==> src/rtl/core/bfea_pkg.sv <==
// ----------------------------------------------------------------------------
// bfea_pkg
// Shared types and constants for the best-fit extent allocator.
// ----------------------------------------------------------------------------
package bfea_pkg;

    localparam int MAX_SLOTS   = 4096;
    localparam int MAX_EXTENTS = 64;
    localparam int STALE_DEPTH = 64;

    localparam int LEN_W   = $clog2(MAX_SLOTS + 1);
    localparam int OFF_W   = $clog2(MAX_SLOTS);
    localparam int EXT_W   = $clog2(MAX_EXTENTS);
    localparam int STALE_W = $clog2(STALE_DEPTH);
    localparam int FILL_W  = $clog2(STALE_DEPTH + 1);
    localparam int SUM_W   = LEN_W + 1;

    typedef logic [1:0] cmd_t;
    localparam cmd_t CMD_ALLOC   = 2'd0;
    localparam cmd_t CMD_FREE    = 2'd1;
    localparam cmd_t CMD_RELEASE = 2'd2;
    localparam cmd_t CMD_PROBE   = 2'd3;

    typedef logic [1:0] status_t;
    localparam status_t ST_OK         = 2'd0;
    localparam status_t ST_NO_SPACE   = 2'd1;
    localparam status_t ST_STALE_FULL = 2'd2;
    localparam status_t ST_TABLE_FULL = 2'd3;

    typedef struct packed {
        logic [1:0]       cmd;
        logic [LEN_W-1:0] count;
        logic [OFF_W-1:0] slot_offset;
    } bfea_in_t;

    typedef struct packed {
        logic [1:0]       status;
        logic [OFF_W-1:0] grant_offset;
        logic             space_ok;
        logic [LEN_W-1:0] free_slots;
    } bfea_out_t;

    typedef enum logic [3:0] {
        S_CLEAR,
        S_IDLE,
        S_FIT_SCAN,
        S_ALLOC_WR,
        S_FREE_PUSH,
        S_REL_LOAD,
        S_REL_SCAN,
        S_REL_WR,
        S_PROBE_SCAN,
        S_DONE
    } bfea_state_t;

    // controller to datapath
    typedef struct packed {
        logic clear_start;   // start table clear sweep
        logic capture;       // latch input item
        logic scan_start;    // reset scan index and trackers
        logic scan_step;     // one table entry per cycle
        logic fit_use_stale; // scan tracks fit for current stale length
        logic alloc_write;
        logic free_push;
        logic rel_load;      // read head of stale queue
        logic rel_write;     // apply merge
        logic rel_pop;       // drop head of stale queue
        logic set_table_full;
        logic result_load;
    } bfea_cmd_t;

    // datapath to controller
    typedef struct packed {
        logic clear_done;
        logic scan_last;
        logic fit_found;
        logic req_bad;       // allocate rejected: zero count or more than free slots
        logic stale_full;
        logic stale_empty;
        logic rel_needs_spare_missing;
        cmd_t cmd;
    } bfea_stat_t;

endpackage

==> src/rtl/core/bfea_if.sv <==
// ----------------------------------------------------------------------------
// bfea_if
// Valid/ready channel carrying one payload item per beat.
// ----------------------------------------------------------------------------
interface bfea_if #(
    parameter type payload_t = logic
);
    logic     valid;
    logic     ready;
    payload_t data;

    modport source (output valid, output data, input ready);
    modport sink   (input valid, input data, output ready);
endinterface

==> src/rtl/core/best_fit_extent_allocator_unit.sv <==
// ----------------------------------------------------------------------------
// best_fit_extent_allocator_unit
// Best-fit free-extent allocator with deferred frees and coalescing.
// ----------------------------------------------------------------------------
// One command at a time. The 64-entry extent table is read one entry per
// cycle into a register during a table scan. From the accepting edge to a
// valid result: probe runs a scan, defer free a queue push and a scan,
// allocate a fit scan, the table write, then a scan for space_ok, release a
// load, scan and merge write per stale extent drained, then a final scan. A
// result hand-off and a return to idle pass before the next command is taken.
// After reset and after each heap_size write a clearing pass rebuilds the
// table; no item is taken during it. heap_size is written only while idle.
module best_fit_extent_allocator_unit
    import bfea_pkg::*;
(
    input  logic             clk,
    input  logic             rst_n,
    input  logic             cfg_we,
    input  logic [LEN_W-1:0] cfg_wdata,
    bfea_if.sink             in_ch,
    bfea_if.source           out_ch
);

    bfea_cmd_t  cmd;
    bfea_stat_t stat;

    bfea_ctrl u_ctrl (
        .clk      (clk),
        .rst_n    (rst_n),
        .cfg_we   (cfg_we),
        .in_valid (in_ch.valid),
        .in_ready (in_ch.ready),
        .out_busy (out_ch.valid && !out_ch.ready),
        .stat     (stat),
        .cmd      (cmd)
    );

    bfea_dp u_dp (
        .clk       (clk),
        .rst_n     (rst_n),
        .cfg_wdata (cfg_wdata),
        .in_data   (in_ch.data),
        .cmd       (cmd),
        .stat      (stat),
        .out_ready (out_ch.ready),
        .out_valid (out_ch.valid),
        .out_data  (out_ch.data)
    );

endmodule

==> src/rtl/core/bfea_ctrl.sv <==
// ----------------------------------------------------------------------------
// bfea_ctrl
// Command sequencer: table sweeps, queue drain and result hand-off.
// ----------------------------------------------------------------------------
module bfea_ctrl
    import bfea_pkg::*;
(
    input  logic       clk,
    input  logic       rst_n,
    input  logic       cfg_we,
    input  logic       in_valid,
    output logic       in_ready,
    input  logic       out_busy,
    input  bfea_stat_t stat,
    output bfea_cmd_t  cmd
);

    bfea_state_t state_reg;
    bfea_state_t state_next;

    // tracks the final fit scan after an allocate write, free push or release drain
    logic post_reg;
    logic post_next;

    // state register
    always_ff @(posedge clk or negedge rst_n)
    begin
        if (!rst_n)
        begin
            state_reg <= S_CLEAR;
        end
        else
        begin
            state_reg <= state_next;
        end
    end

    // next state
    always_comb
    begin
        state_next = state_reg;
        case (state_reg)
            S_CLEAR:
            begin
                if (stat.clear_done)
                begin
                    state_next = S_IDLE;
                end
            end
            S_IDLE:
            begin
                if (cfg_we)
                begin
                    state_next = S_CLEAR;
                end
                else if (in_valid)
                begin
                    state_next = S_PROBE_SCAN;
                end
            end
            S_PROBE_SCAN:
            begin
                // first cycle after capture decides the command path
                state_next = S_PROBE_SCAN;
                case (stat.cmd)
                    CMD_ALLOC:   state_next = stat.req_bad ? S_FIT_SCAN : S_FIT_SCAN;
                    CMD_FREE:    state_next = S_FREE_PUSH;
                    CMD_RELEASE: state_next = S_REL_LOAD;
                    default:     state_next = S_FIT_SCAN;
                endcase
            end
            S_FIT_SCAN:
            begin
                if (stat.scan_last)
                begin
                    state_next = (stat.cmd == CMD_ALLOC && !post_reg && !stat.req_bad
                                  && stat.fit_found) ? S_ALLOC_WR : S_DONE;
                end
            end
            S_ALLOC_WR:
            begin
                state_next = S_FIT_SCAN;
            end
            S_FREE_PUSH:
            begin
                state_next = S_FIT_SCAN;
            end
            S_REL_LOAD:
            begin
                state_next = stat.stale_empty ? S_FIT_SCAN : S_REL_SCAN;
            end
            S_REL_SCAN:
            begin
                if (stat.scan_last)
                begin
                    state_next = S_REL_WR;
                end
            end
            S_REL_WR:
            begin
                state_next = stat.rel_needs_spare_missing ? S_FIT_SCAN : S_REL_LOAD;
            end
            S_DONE:
            begin
                if (!out_busy)
                begin
                    state_next = S_IDLE;
                end
            end
            default:
            begin
                state_next = S_IDLE;
            end
        endcase
    end

    always_ff @(posedge clk or negedge rst_n)
    begin
        if (!rst_n)
        begin
            post_reg <= 1'b0;
        end
        else
        begin
            post_reg <= post_next;
        end
    end

    always_comb
    begin
        post_next = post_reg;
        if (state_reg == S_IDLE)
        begin
            post_next = 1'b0;
        end
        else if (state_reg == S_ALLOC_WR || state_reg == S_FREE_PUSH
                 || (state_reg == S_REL_LOAD && stat.stale_empty)
                 || (state_reg == S_REL_WR && stat.rel_needs_spare_missing))
        begin
            post_next = 1'b1;
        end
    end

    // outputs
    always_comb
    begin
        cmd      = '0;
        in_ready = 1'b0;
        case (state_reg)
            S_CLEAR:
            begin
                cmd.scan_step = 1'b1;
            end
            S_IDLE:
            begin
                in_ready = !cfg_we;
                cmd.capture = in_valid && !cfg_we;
                cmd.clear_start = cfg_we;
            end
            S_PROBE_SCAN:
            begin
                cmd.scan_start = 1'b1;
            end
            S_FIT_SCAN:
            begin
                cmd.scan_step = 1'b1;
                if (stat.scan_last && !(stat.cmd == CMD_ALLOC && !post_reg
                    && !stat.req_bad && stat.fit_found))
                begin
                    cmd.result_load = 1'b1;
                end
            end
            S_ALLOC_WR:
            begin
                cmd.alloc_write = 1'b1;
                cmd.scan_start  = 1'b1;
            end
            S_FREE_PUSH:
            begin
                cmd.free_push  = 1'b1;
                cmd.scan_start = 1'b1;
            end
            S_REL_LOAD:
            begin
                cmd.rel_load   = 1'b1;
                cmd.scan_start = 1'b1;
            end
            S_REL_SCAN:
            begin
                cmd.scan_step     = 1'b1;
                cmd.fit_use_stale = 1'b1;
            end
            S_REL_WR:
            begin
                cmd.rel_write = 1'b1;
                cmd.rel_pop   = !stat.rel_needs_spare_missing;
                cmd.set_table_full = stat.rel_needs_spare_missing;
                cmd.scan_start = 1'b1;
            end
            default:
            begin
            end
        endcase
    end

endmodule

==> src/rtl/core/bfea_dp.sv <==
// ----------------------------------------------------------------------------
// bfea_dp
// Extent table, stale queue, scan trackers and result register.
// ----------------------------------------------------------------------------
module bfea_dp
    import bfea_pkg::*;
(
    input  logic             clk,
    input  logic             rst_n,
    input  logic [LEN_W-1:0] cfg_wdata,
    input  bfea_in_t         in_data,
    input  bfea_cmd_t        cmd,
    output bfea_stat_t       stat,
    input  logic             out_ready,
    output logic             out_valid,
    output bfea_out_t        out_data
);

    // extent table memory, one entry read per cycle into registers
    logic [OFF_W-1:0] ext_start_mem [MAX_EXTENTS];
    logic [LEN_W-1:0] ext_len_mem   [MAX_EXTENTS];
    logic             ext_valid_mem [MAX_EXTENTS];

    // stale queue memory
    logic [OFF_W-1:0] stale_start_mem [STALE_DEPTH];
    logic [LEN_W-1:0] stale_len_mem   [STALE_DEPTH];
    logic [STALE_W-1:0] rd_ptr_reg;
    logic [STALE_W-1:0] wr_ptr_reg;
    logic [FILL_W-1:0]  fill_reg;

    logic [LEN_W-1:0] heap_reg;
    logic [LEN_W-1:0] free_reg;
    bfea_in_t         req_reg;

    // scan state
    logic [EXT_W:0]   idx_reg;
    logic [EXT_W-1:0] ix;
    logic             cur_live_reg;
    logic [EXT_W-1:0] cur_ix_reg;
    logic             cur_v_reg;
    logic [OFF_W-1:0] cur_s_reg;
    logic [LEN_W-1:0] cur_l_reg;
    logic             best_ok_reg;
    logic [EXT_W-1:0] best_reg;
    logic [LEN_W-1:0] best_len_reg;
    logic [OFF_W-1:0] best_start_reg;
    logic             prev_ok_reg, next_ok_reg, spare_ok_reg, ovl_reg;
    logic [EXT_W-1:0] prev_reg, next_reg, spare_reg;
    logic [LEN_W-1:0] prev_len_reg, next_len_reg;
    logic [OFF_W-1:0] s_off_reg;
    logic [LEN_W-1:0] s_len_reg;
    logic             tfull_reg;
    logic             clearing_reg;

    logic [LEN_W-1:0] want;
    logic [SUM_W-1:0] s_end;
    logic [SUM_W-1:0] e_end;
    logic             better;
    logic [LEN_W-1:0] heap_sat;
    logic             s_bad;

    assign ix    = idx_reg[EXT_W-1:0];
    assign want  = cmd.fit_use_stale ? s_len_reg : req_reg.count;
    assign s_end = SUM_W'(s_off_reg) + SUM_W'(s_len_reg);
    assign e_end = SUM_W'(cur_s_reg) + SUM_W'(cur_l_reg);
    assign better = !best_ok_reg || cur_l_reg < best_len_reg
                    || (cur_l_reg == best_len_reg && cur_s_reg < best_start_reg);
    assign heap_sat = (cfg_wdata > LEN_W'(MAX_SLOTS)) ? LEN_W'(MAX_SLOTS) : cfg_wdata;
    assign s_bad = s_len_reg == '0 || s_end > SUM_W'(heap_reg) || ovl_reg;

    // status
    always_comb
    begin
        stat.clear_done  = idx_reg == (EXT_W+1)'(MAX_EXTENTS - 1);
        stat.scan_last   = cur_live_reg && cur_ix_reg == EXT_W'(MAX_EXTENTS - 1);
        stat.fit_found   = best_ok_reg
                           || (cur_live_reg && cur_v_reg && cur_l_reg >= want);
        stat.req_bad     = req_reg.count == '0 || req_reg.count > free_reg;
        stat.stale_full  = fill_reg == FILL_W'(STALE_DEPTH);
        stat.stale_empty = fill_reg == '0;
        stat.rel_needs_spare_missing = !s_bad && !prev_ok_reg && !next_ok_reg
                                       && !spare_ok_reg;
        stat.cmd         = req_reg.cmd;
    end

    // scan index, trackers and free count
    always_ff @(posedge clk or negedge rst_n)
    begin
        if (!rst_n)
        begin
            idx_reg        <= '0;
            clearing_reg   <= 1'b1;
            heap_reg       <= LEN_W'(MAX_SLOTS);
            free_reg       <= LEN_W'(MAX_SLOTS);
            cur_live_reg   <= 1'b0;
            cur_ix_reg     <= '0;
            best_ok_reg    <= 1'b0;
            best_reg       <= '0;
            best_len_reg   <= '0;
            best_start_reg <= '0;
            prev_ok_reg    <= 1'b0;
            next_ok_reg    <= 1'b0;
            spare_ok_reg   <= 1'b0;
            ovl_reg        <= 1'b0;
            prev_reg       <= '0;
            next_reg       <= '0;
            spare_reg      <= '0;
            prev_len_reg   <= '0;
            next_len_reg   <= '0;
            tfull_reg      <= 1'b0;
        end
        else
        begin
            if (cmd.clear_start)
            begin
                idx_reg      <= '0;
                clearing_reg <= 1'b1;
                cur_live_reg <= 1'b0;
                heap_reg     <= heap_sat;
                free_reg     <= heap_sat;
            end
            else if (clearing_reg)
            begin
                // one entry a cycle; entry 0 holds the whole heap
                idx_reg <= idx_reg + 1'b1;
                if (stat.clear_done)
                begin
                    clearing_reg <= 1'b0;
                    idx_reg      <= '0;
                end
            end
            else
            begin
                if (cmd.capture)
                begin
                    tfull_reg <= 1'b0;
                end
                if (cmd.scan_start)
                begin
                    idx_reg      <= '0;
                    cur_live_reg <= 1'b0;
                    best_ok_reg  <= 1'b0;
                    prev_ok_reg  <= 1'b0;
                    next_ok_reg  <= 1'b0;
                    spare_ok_reg <= 1'b0;
                    ovl_reg      <= 1'b0;
                end
                else if (cmd.scan_step)
                begin
                    // read address runs one entry ahead of the compare
                    if (idx_reg < (EXT_W+1)'(MAX_EXTENTS))
                    begin
                        idx_reg      <= idx_reg + 1'b1;
                        cur_ix_reg   <= ix;
                        cur_live_reg <= 1'b1;
                    end
                    else
                    begin
                        cur_live_reg <= 1'b0;
                    end
                    if (cur_live_reg)
                    begin
                        if (cur_v_reg && cur_l_reg >= want && better)
                        begin
                            best_ok_reg    <= 1'b1;
                            best_reg       <= cur_ix_reg;
                            best_len_reg   <= cur_l_reg;
                            best_start_reg <= cur_s_reg;
                        end
                        if (cmd.fit_use_stale)
                        begin
                            if (!cur_v_reg)
                            begin
                                if (!spare_ok_reg)
                                begin
                                    spare_ok_reg <= 1'b1;
                                    spare_reg    <= cur_ix_reg;
                                end
                            end
                            else
                            begin
                                if (SUM_W'(cur_s_reg) < s_end && SUM_W'(s_off_reg) < e_end)
                                begin
                                    ovl_reg <= 1'b1;
                                end
                                if (e_end == SUM_W'(s_off_reg))
                                begin
                                    prev_ok_reg  <= 1'b1;
                                    prev_reg     <= cur_ix_reg;
                                    prev_len_reg <= cur_l_reg;
                                end
                                if (SUM_W'(cur_s_reg) == s_end)
                                begin
                                    next_ok_reg  <= 1'b1;
                                    next_reg     <= cur_ix_reg;
                                    next_len_reg <= cur_l_reg;
                                end
                            end
                        end
                    end
                end
                if (cmd.alloc_write)
                begin
                    free_reg <= free_reg - req_reg.count;
                end
                if (cmd.set_table_full)
                begin
                    tfull_reg <= 1'b1;
                end
                if (cmd.rel_write && !s_bad
                    && (prev_ok_reg || next_ok_reg || spare_ok_reg))
                begin
                    free_reg <= free_reg + s_len_reg;
                end
            end
        end
    end

    // extent table writes and registered entry read
    always_ff @(posedge clk)
    begin
        if (clearing_reg)
        begin
            ext_valid_mem[ix] <= (ix == '0) && heap_reg != '0;
            ext_start_mem[ix] <= '0;
            ext_len_mem[ix]   <= (ix == '0) ? heap_reg : '0;
        end
        else if (cmd.alloc_write)
        begin
            if (best_len_reg > req_reg.count)
            begin
                ext_start_mem[best_reg] <= best_start_reg + OFF_W'(req_reg.count);
                ext_len_mem[best_reg]   <= best_len_reg - req_reg.count;
            end
            else
            begin
                ext_valid_mem[best_reg] <= 1'b0;
                ext_start_mem[best_reg] <= '0;
                ext_len_mem[best_reg]   <= '0;
            end
        end
        else if (cmd.rel_write && !s_bad)
        begin
            // merge with neighbors or take a spare entry
            if (prev_ok_reg && next_ok_reg)
            begin
                ext_len_mem[prev_reg]   <= prev_len_reg + s_len_reg + next_len_reg;
                ext_valid_mem[next_reg] <= 1'b0;
                ext_start_mem[next_reg] <= '0;
                ext_len_mem[next_reg]   <= '0;
            end
            else if (prev_ok_reg)
            begin
                ext_len_mem[prev_reg] <= prev_len_reg + s_len_reg;
            end
            else if (next_ok_reg)
            begin
                ext_start_mem[next_reg] <= s_off_reg;
                ext_len_mem[next_reg]   <= next_len_reg + s_len_reg;
            end
            else if (spare_ok_reg)
            begin
                ext_start_mem[spare_reg] <= s_off_reg;
                ext_len_mem[spare_reg]   <= s_len_reg;
                ext_valid_mem[spare_reg] <= 1'b1;
            end
        end
        if (cmd.scan_step)
        begin
            cur_v_reg <= ext_valid_mem[ix];
            cur_s_reg <= ext_start_mem[ix];
            cur_l_reg <= ext_len_mem[ix];
        end
    end

    // input capture
    always_ff @(posedge clk)
    begin
        if (cmd.capture)
        begin
            req_reg <= in_data;
        end
    end

    // stale queue pointers
    always_ff @(posedge clk or negedge rst_n)
    begin
        if (!rst_n)
        begin
            rd_ptr_reg <= '0;
            wr_ptr_reg <= '0;
            fill_reg   <= '0;
        end
        else if (cmd.clear_start)
        begin
            rd_ptr_reg <= '0;
            wr_ptr_reg <= '0;
            fill_reg   <= '0;
        end
        else
        begin
            if (cmd.free_push && !stat.stale_full)
            begin
                wr_ptr_reg <= (wr_ptr_reg == STALE_W'(STALE_DEPTH - 1)) ? '0
                              : wr_ptr_reg + 1'b1;
                fill_reg   <= fill_reg + 1'b1;
            end
            if (cmd.rel_pop)
            begin
                rd_ptr_reg <= (rd_ptr_reg == STALE_W'(STALE_DEPTH - 1)) ? '0
                              : rd_ptr_reg + 1'b1;
                fill_reg   <= fill_reg - 1'b1;
            end
        end
    end

    // stale queue memory, registered read
    always_ff @(posedge clk)
    begin
        if (cmd.free_push && !stat.stale_full)
        begin
            stale_start_mem[wr_ptr_reg] <= req_reg.slot_offset;
            stale_len_mem[wr_ptr_reg]   <= req_reg.count;
        end
        if (cmd.rel_load)
        begin
            s_off_reg <= stale_start_mem[rd_ptr_reg];
            s_len_reg <= stale_len_mem[rd_ptr_reg];
        end
    end

    // remember free-push outcome and granted offset
    logic             push_fail_reg;
    logic             granted_reg;
    logic [OFF_W-1:0] grant_reg;

    always_ff @(posedge clk or negedge rst_n)
    begin
        if (!rst_n)
        begin
            push_fail_reg <= 1'b0;
            granted_reg   <= 1'b0;
        end
        else
        begin
            if (cmd.capture)
            begin
                push_fail_reg <= 1'b0;
                granted_reg   <= 1'b0;
            end
            if (cmd.free_push)
            begin
                push_fail_reg <= stat.stale_full;
            end
            if (cmd.alloc_write)
            begin
                granted_reg <= 1'b1;
                grant_reg   <= best_start_reg;
            end
        end
    end

    // result register
    always_ff @(posedge clk or negedge rst_n)
    begin
        if (!rst_n)
        begin
            out_valid <= 1'b0;
        end
        else if (cmd.result_load)
        begin
            out_valid <= 1'b1;
        end
        else if (out_ready)
        begin
            out_valid <= 1'b0;
        end
    end

    always_ff @(posedge clk)
    begin
        if (cmd.result_load)
        begin
            out_data.space_ok   <= stat.fit_found;
            out_data.free_slots <= free_reg;
            out_data.grant_offset <= granted_reg ? grant_reg : '0;
            case (req_reg.cmd)
                CMD_ALLOC:   out_data.status <= granted_reg ? ST_OK : ST_NO_SPACE;
                CMD_FREE:    out_data.status <= push_fail_reg ? ST_STALE_FULL : ST_OK;
                CMD_RELEASE: out_data.status <= tfull_reg ? ST_TABLE_FULL : ST_OK;
                default:     out_data.status <= ST_OK;
            endcase
        end
    end

endmodule
==> src/flat_wrapper.sv <==
// flat-port wrapper written by rule: the top's interface ports become plain ports
module best_fit_extent_allocator_unit_flat import bfea_pkg::*;
  (clk, rst_n, cfg_we, cfg_wdata, in_ch_valid, in_ch_data, in_ch_ready, out_ch_valid, out_ch_data, out_ch_ready);
  bfea_if in_ch_i ();
  bfea_if out_ch_i ();
  input  logic clk;
  input  logic rst_n;
  input  logic cfg_we;
  input  logic [LEN_W-1:0] cfg_wdata;
  input wire logic [$bits(in_ch_i.valid)-1:0] in_ch_valid;
  input wire logic [$bits(in_ch_i.data)-1:0] in_ch_data;
  output wire logic [$bits(in_ch_i.ready)-1:0] in_ch_ready;
  output wire logic [$bits(out_ch_i.valid)-1:0] out_ch_valid;
  output wire logic [$bits(out_ch_i.data)-1:0] out_ch_data;
  input wire logic [$bits(out_ch_i.ready)-1:0] out_ch_ready;
  assign in_ch_i.valid = in_ch_valid;
  assign in_ch_i.data = in_ch_data;
  assign in_ch_ready = in_ch_i.ready;
  assign out_ch_valid = out_ch_i.valid;
  assign out_ch_data = out_ch_i.data;
  assign out_ch_i.ready = out_ch_ready;
  best_fit_extent_allocator_unit u_core (.clk(clk), .rst_n(rst_n), .cfg_we(cfg_we), .cfg_wdata(cfg_wdata), .in_ch(in_ch_i), .out_ch(out_ch_i));
endmodule
==> config.mk <==
export PLATFORM = sky130hd
export DESIGN_NAME = best_fit_extent_allocator_unit_flat
export DESIGN_NICKNAME = d
export VERILOG_FILES = /design/src/rtl/core/bfea_pkg.sv /design/src/rtl/core/bfea_if.sv /design/src/rtl/core/best_fit_extent_allocator_unit.sv /design/src/rtl/core/bfea_ctrl.sv /design/src/rtl/core/bfea_dp.sv /design/src/flat_wrapper.sv
export SDC_FILE = /design/constraint.sdc
export NUM_CORES = 1
export LEC_CHECK = 0
export ABC_CLOCK_PERIOD_IN_PS = 2090
export BUFFER_PORTS_ARGS = -buffer_cell sky130_fd_sc_hd__buf_2
export CAP_MARGIN = 0
export CORE_AREA = 3 3 104 56
export DETAILED_ROUTE_END_ITERATION = 10
export DIE_AREA = 0 0 107 59
export HOLD_SLACK_MARGIN = 0.03
export PLACE_DENSITY_LB_ADDON = 0.08
export REMOVE_ABC_BUFFERS = 1
export SLEW_MARGIN = 10
export SYNTH_ARGS = -nofsm -noshare
export SYNTH_HDL_FRONTEND = slang
export SYNTH_SLANG_ARGS = --single-unit
==> constraint.sdc <==
create_clock -name clk -period 2.09 [get_ports clk]
set_input_delay 0.418 -clock clk [delete_from_list [all_inputs] [get_ports clk]]
set_output_delay 0.418 -clock clk [all_outputs]
set_load 0.05 [all_outputs]
=== Word level (Yosys, flattened, before mapping) ===
Memories as Yosys holds them, arrays and structs flattened. A register that Yosys moved wholly into a read port is not among the register bits.
Cells that the tools add are included.

* Bits in registers: 172
* Bits in latches: 0
* RAM bits: 1,728
* Bits in read-only memories: 0
* Input port bits: 19
* Memories kept: 4

{| class="wikitable"
|+ Memories
! memory !! words !! bits a word !! rd ports !! clocked after memory_dff !! write ports !! RTL line !! RTL
|-
| u_core.u_dp.ext_len_mem || 64 || 13 || 1 || 1 || 2 || bfea_dp.sv:21 || <nowiki>logic [LEN_W-1:0] ext_len_mem [MAX_EXTENTS];</nowiki>
|-
| u_core.u_dp.ext_start_mem || 64 || 12 || 1 || 1 || 1 || bfea_dp.sv:20 || <nowiki>logic [OFF_W-1:0] ext_start_mem [MAX_EXTENTS];</nowiki>
|-
| u_core.u_dp.ext_valid_mem || 64 || 1 || 1 || 1 || 1 || bfea_dp.sv:22 || <nowiki>logic ext_valid_mem [MAX_EXTENTS];</nowiki>
|-
| u_core.u_dp.stale_start_mem || 64 || 1 || 1 || 1 || 1 || bfea_dp.sv:25 || <nowiki>logic [OFF_W-1:0] stale_start_mem [STALE_DEPTH];</nowiki>
|}

* Add/subtract/negate cells: 11
* Multiply operators: 0
* Divide/modulo/power cells: 0
* Magnitude comparators: 9
* Equality and inequality tests: 25
* Shift operators: 0
* Multiplexer cells: 148
* Bitwise operators: 10
* Reductions and logical operators: 77

{| class="wikitable"
|+ Operators with widths
! operator !! count
|-
| 13-bit two-way mux || 12
|-
| 1-bit two-way mux || 96
|-
| 6-bit two-way mux || 15
|-
| 7-bit two-way mux || 9
|-
| 12-bit two-way mux || 5
|-
| 13-bit adder || 4
|-
| 13-bit OR reduction || 3
|-
| 12-bit OR reduction || 3
|-
| 4-bit one-hot mux with 8 select lines || 1
|-
| 12-bit by 13-bit adder with 14-bit output || 2
|-
| 12-bit by 14-bit less-than comparator with 1-bit output || 2
|-
| 4-bit two-way mux || 6
|-
| 8-bit AND reduction || 3
|-
| 2-bit nonzero test || 11
|-
| 7-bit AND reduction || 3
|-
| 6-bit equality test, second input constant || 3
|-
| 4-bit by 3-bit equality test with 1-bit output, second input constant || 4
|-
| 1-bit logical AND || 15
|-
| 5-bit AND reduction || 3
|-
| 7-bit by 1-bit adder with 7-bit output, second input constant || 2
|-
| 12-bit by 14-bit equality test with 1-bit output || 1
|-
| 14-bit by 12-bit equality test with 1-bit output || 1
|-
| 14-bit by 13-bit > comparator with 1-bit output || 1
|-
| 13-bit equality test || 1
|-
| other kinds (36) || 74
|}

=== Depth between registers and ports, before layout ===
* Depth in word-level cells: 19
* Depth in mapped cells: 9

=== Hierarchy ===
From an unflattened synthesis, not the netlist that was laid out.

* Cell total of the unflattened synthesis: 8,864
* Area total of the unflattened synthesis: 152,515.0 um^2

{| class="wikitable"
|+ Modules (own cells, without submodules)
! module !! times used !! cells an instance !! area each (um^2) !! seq. area each (um^2)
|-
| bfea_dp || 1 || 8,790 || 151,954.5 || 105,164.6
|-
| bfea_ctrl || 1 || 72 || 543.0 || 125.1
|-
| best_fit_extent_allocator_unit || 1 || 2 || 17.5 || 0.0
|}

=== Worst setup path before layout ===
Ideal clock, no wire load.

* Kind: reg-to-output
* Start point: register u_core.u_ctrl.state_reg[1]
* End point: output in_ch_ready
* Arrival time: 2.246 ns
* Data required time: 1.672 ns
* Slack: -0.574 ns
* Cell stages (with the launch flop): 4
* Path buffers: 2
* Cell sequence: dfrtp_1 buf_2 clkbuf_1 nor4_1

* Longest elaborated chain between the ends: 2

{| class="wikitable"
|+ Ends and longest elaborated chain
! item !! RTL line !! RTL
|-
| from (decl) || bfea_ctrl.sv:18 || <nowiki>bfea_state_t state_reg;</nowiki>
|-
| from (signal assigned) || bfea_ctrl.sv:34 || <nowiki>state_reg <= state_next;</nowiki>
|-
| 4-bit by 1-bit equality test with 1-bit output || bfea_ctrl.sv:149 || <nowiki>case (state_reg)</nowiki>
|-
| 1-bit two-way mux || bfea_ctrl.sv:149 ||
|-
| to (decl) || flat_wrapper.sv:12 || <nowiki>output wire logic [$bits(in_ch_i.ready)-1:0] in_ch_ready;</nowiki>
|}

Every way passes these cells.

=== Final worst setup path ===
Ends and elaborated chain as after synthesis.

==> impl_results.md <==
- Reg-to-reg endpoint: u_core.u_dp.fill_reg[6]
- Drt total wl: between 3 and 4 mm
- Pre-CTS WS: 0.1572 ns
- Starting DRT DRC Count: 94
- Status: complete, no violations
- Reg2reg path depth: 5
- Start of the worst register-to-register path: u_core.u_dp.fill_reg[1]
- First drt pass iteration count: 4
- Via/cell ratio: between 5 and 6
- Final min period: about 2.0 ns
- Rel. slew slack: 0.5693
- Die footprint: around 6300 um2
- Measured slew at the worst slew-check pin: 0.6461 ns
- Fin area: 1993 um2
- TritonCTS clock tree: built
- Layout cell share with drive strength beyond 1: 0.2206
- Clock tree root driver cell: clkbuf_8
- Layout Cells excl Fill: 274
- Diode count: 0
- Worst path bufs/invs: 2
- Antenna viol nets, final: 0
- VDD IR max: roughly 0.22 mV
- Commonest non-fill, non-tap cell in the layout: dfrtp_1
- Dpl cells: 266
- Cell Pwr Density: 547.1 nW/um2
- RSZ-0062 raised after global routing: no
- Mapped Area: 1718 um2
- CTS sink count: 29
- Worst clock skew: around 0.0035 ns
- Sequential-to-total area share from yosys stat: 0.4261
- First-pass GRT wire length: about 6.5 mm
- Number of fill cells: between 400 and 500
- Setup CP Type: reg -> out
- End-of-flow core utilization: 0.4041
- P_leak: between 0.8 and 0.9 nW
- # IOs: 22
- Synth warnings: 0
- # resized after CTS: 0
- DRC violations left: 0
- Initial Util: 0.3483
- CTS Buf Count: 5
- Critical Path RT: around 1.7 ns
- Cell Rows: 18
- Setup ws final: 0.1242 ns
- Clk Latency, worst-skew pair: approximately 0.28 ns
- Final Wtd Congestion: ~0.75
- Slowest cell on crit path: dfrtp_1
- Via count: 1399
- Post-CTS setup repair buffer count: 0
- Crit path DAT: between 1.5 and 2 ns
- Fmax: just over 0.5 GHz
- R2r setup slk: 0.14 ns
- Initial antenna violation count: 0
- Fin crit share: 0.9406
- Most frequent cells in the layout: dfrtp_1 (27), nor2_1 (20), nand2_1 (15), o21ai_0 (15)
- Seq cells post-synth: 29
- Layout net count: ~230
- CP Cell Sequence: buf_4 > nor4_1 > buf_2
- DIE WIDTH: approximately 110 um
- CP Launch Type: register
- DP Area: around 1900 um2
- CP endpoint kind: primary output
- GRT Residual Overflow: 0
- Synth Flop Type: dfrtp_1
- Slew Limit Fails: 0
- Endpoints failing setup: 0
- CP delay by family, top: buffers and inverters
- Hold_buf cts: 0
- Number of synthesized flops with an enable pin: 1
- Die height: ~59 um
- Ys async rst share: 0.9655
- CP max stage delay: 0.39 ns
- Vias in the first global route: 1362
- Clock buffer depth: 2
- Area grow syn2layout: 16.02%
- GRT Util Overall: 0.1331
- Clock transition at path regs: 0.06 ns
- Worst Hold Class: in -> async
- Syn_area_per_cell: ~9.3 um2
- Hold Slack: between 0.15 and 0.2 ns
- Cell variety after synth: 52
- Max cap viols: 0
- Critical Path Start: u_core.u_ctrl.state_reg[1]
- Wire length per cell: 13.68 um
- I/O Buffers: 9
- CP max FO: 18
- Largest net degree at the start of global routing: 29
- Final hold vios: 0
- Core ar.: ~4900 um2
- Cells after Synth: around 180
- Post-DP HPWL: between 2 and 3 mm
- H-tree Lvls: 2
[routing by layer]
| metal | vias up | global-route usage | wire length, um |
|---|---|---|---|
| li1 | 710 | - | - |
| met5 | - | 0 | 0 |
| met1 | 678 | 0.1819 | 1944 |
| met4 | 0 | 0.04372 | 32 |
| met3 | 5 | 0.03917 | 89 |
| met2 | 6 | 0.2048 | 1681 |
[metrics by stage]
stage | total power, mW | setup TNS, ns
2_1_floorplan | 0.5758 | -0.6072
6_report | 1.090 | 0
4_1_cts | 1.109 | 0
3_5_place_dp | 0.5948 | 0
5_1_grt | 1.154 | 0
3_3_place_gp | 0.5943 | 0
[worst register-to-register path: stages (launching register included)]
cell,delay (ns)
dfrtp_1,0.45
or3_4,0.41
o31a_1,0.33
o21ai_4,0.27
nor2_1,0.07
a221o_1,0.30
[cell usage after synthesis, drive strengths merged, types with 2 or more instances]
cell type	instances	area share
dfrtp	27	0.39
nor2	20	0.044
o21ai	16	0.053
nand2	15	0.033
a21oi	11	0.032
xor2	7	0.036
mux2	6	0.039
buf	5	0.017
inv	5	0.011
nand3	5	0.015
nor3	4	0.012
or3	4	0.018
clkbuf	3	0.0066
ha	3	0.022
mux2i	3	0.017
nand2b	3	0.011
nor4	3	0.011
o31ai	3	0.013
or2	3	0.011
a21o	2	0.0087
a22oi	2	0.0087
and2	2	0.0073
and3	2	0.0073
nand4	2	0.0073
o2111ai	2	0.010
o2bb2ai	2	0.010
o41ai	2	0.010
or3b	2	0.010
xnor2	2	0.010
[power by group]
part / total, mW / switching [mW] / internal (mW)
sequential: 0.564 / 0 / 0.564
clock: 0.508 / 0.211 / 0.297
combinational: 0.0189 / 0.0140 / 0.00491
[worst max-delay path by stage]
stage                                    endpoint  slack, ns  depth (start not counted)
after CTS                             in_ch_ready       0.10                          3
final                                 in_ch_ready       0.12                          3
after floorplan                       in_ch_ready      -0.44                          1
after global routing      u_core.u_dp.fill_reg[6]       0.01                          9
after global placement    u_core.u_dp.fill_reg[6]       0.15                          6
after detailed placement  u_core.u_dp.fill_reg[6]       0.16                          5
[kinds of logic (layout without fill, tap and decap cells)]
kind of cell,after synthesis,in the layout,synth area share
fa+ha+maj,3,3,0.02185
mux,9,9,0.05681
xor+xnor,9,9,0.04589
buf+inv,13,33,0.03496
flops,29,29,0.4261
compound gates,49,49,0.1879
simple gates,72,72,0.2265
[cell type report]
cell class / instances / area, um2 / area share
Clock buffer: 7 / 96.34 / 0.04834
Timing Repair Buffer: 20 / 127.6 / 0.06403
Inverter: 5 / 18.77 / 0.009416
Multi-Input combinational cell: 142 / 925.9 / 0.4645
Sequential cell: 29 / 732.0 / 0.3672
Clock inverter: 1 / 5.005 / 0.002511
Tap cell: 70 / 87.58 / 0.04394
No activity file was read; power rests on OpenSTA's default activity.
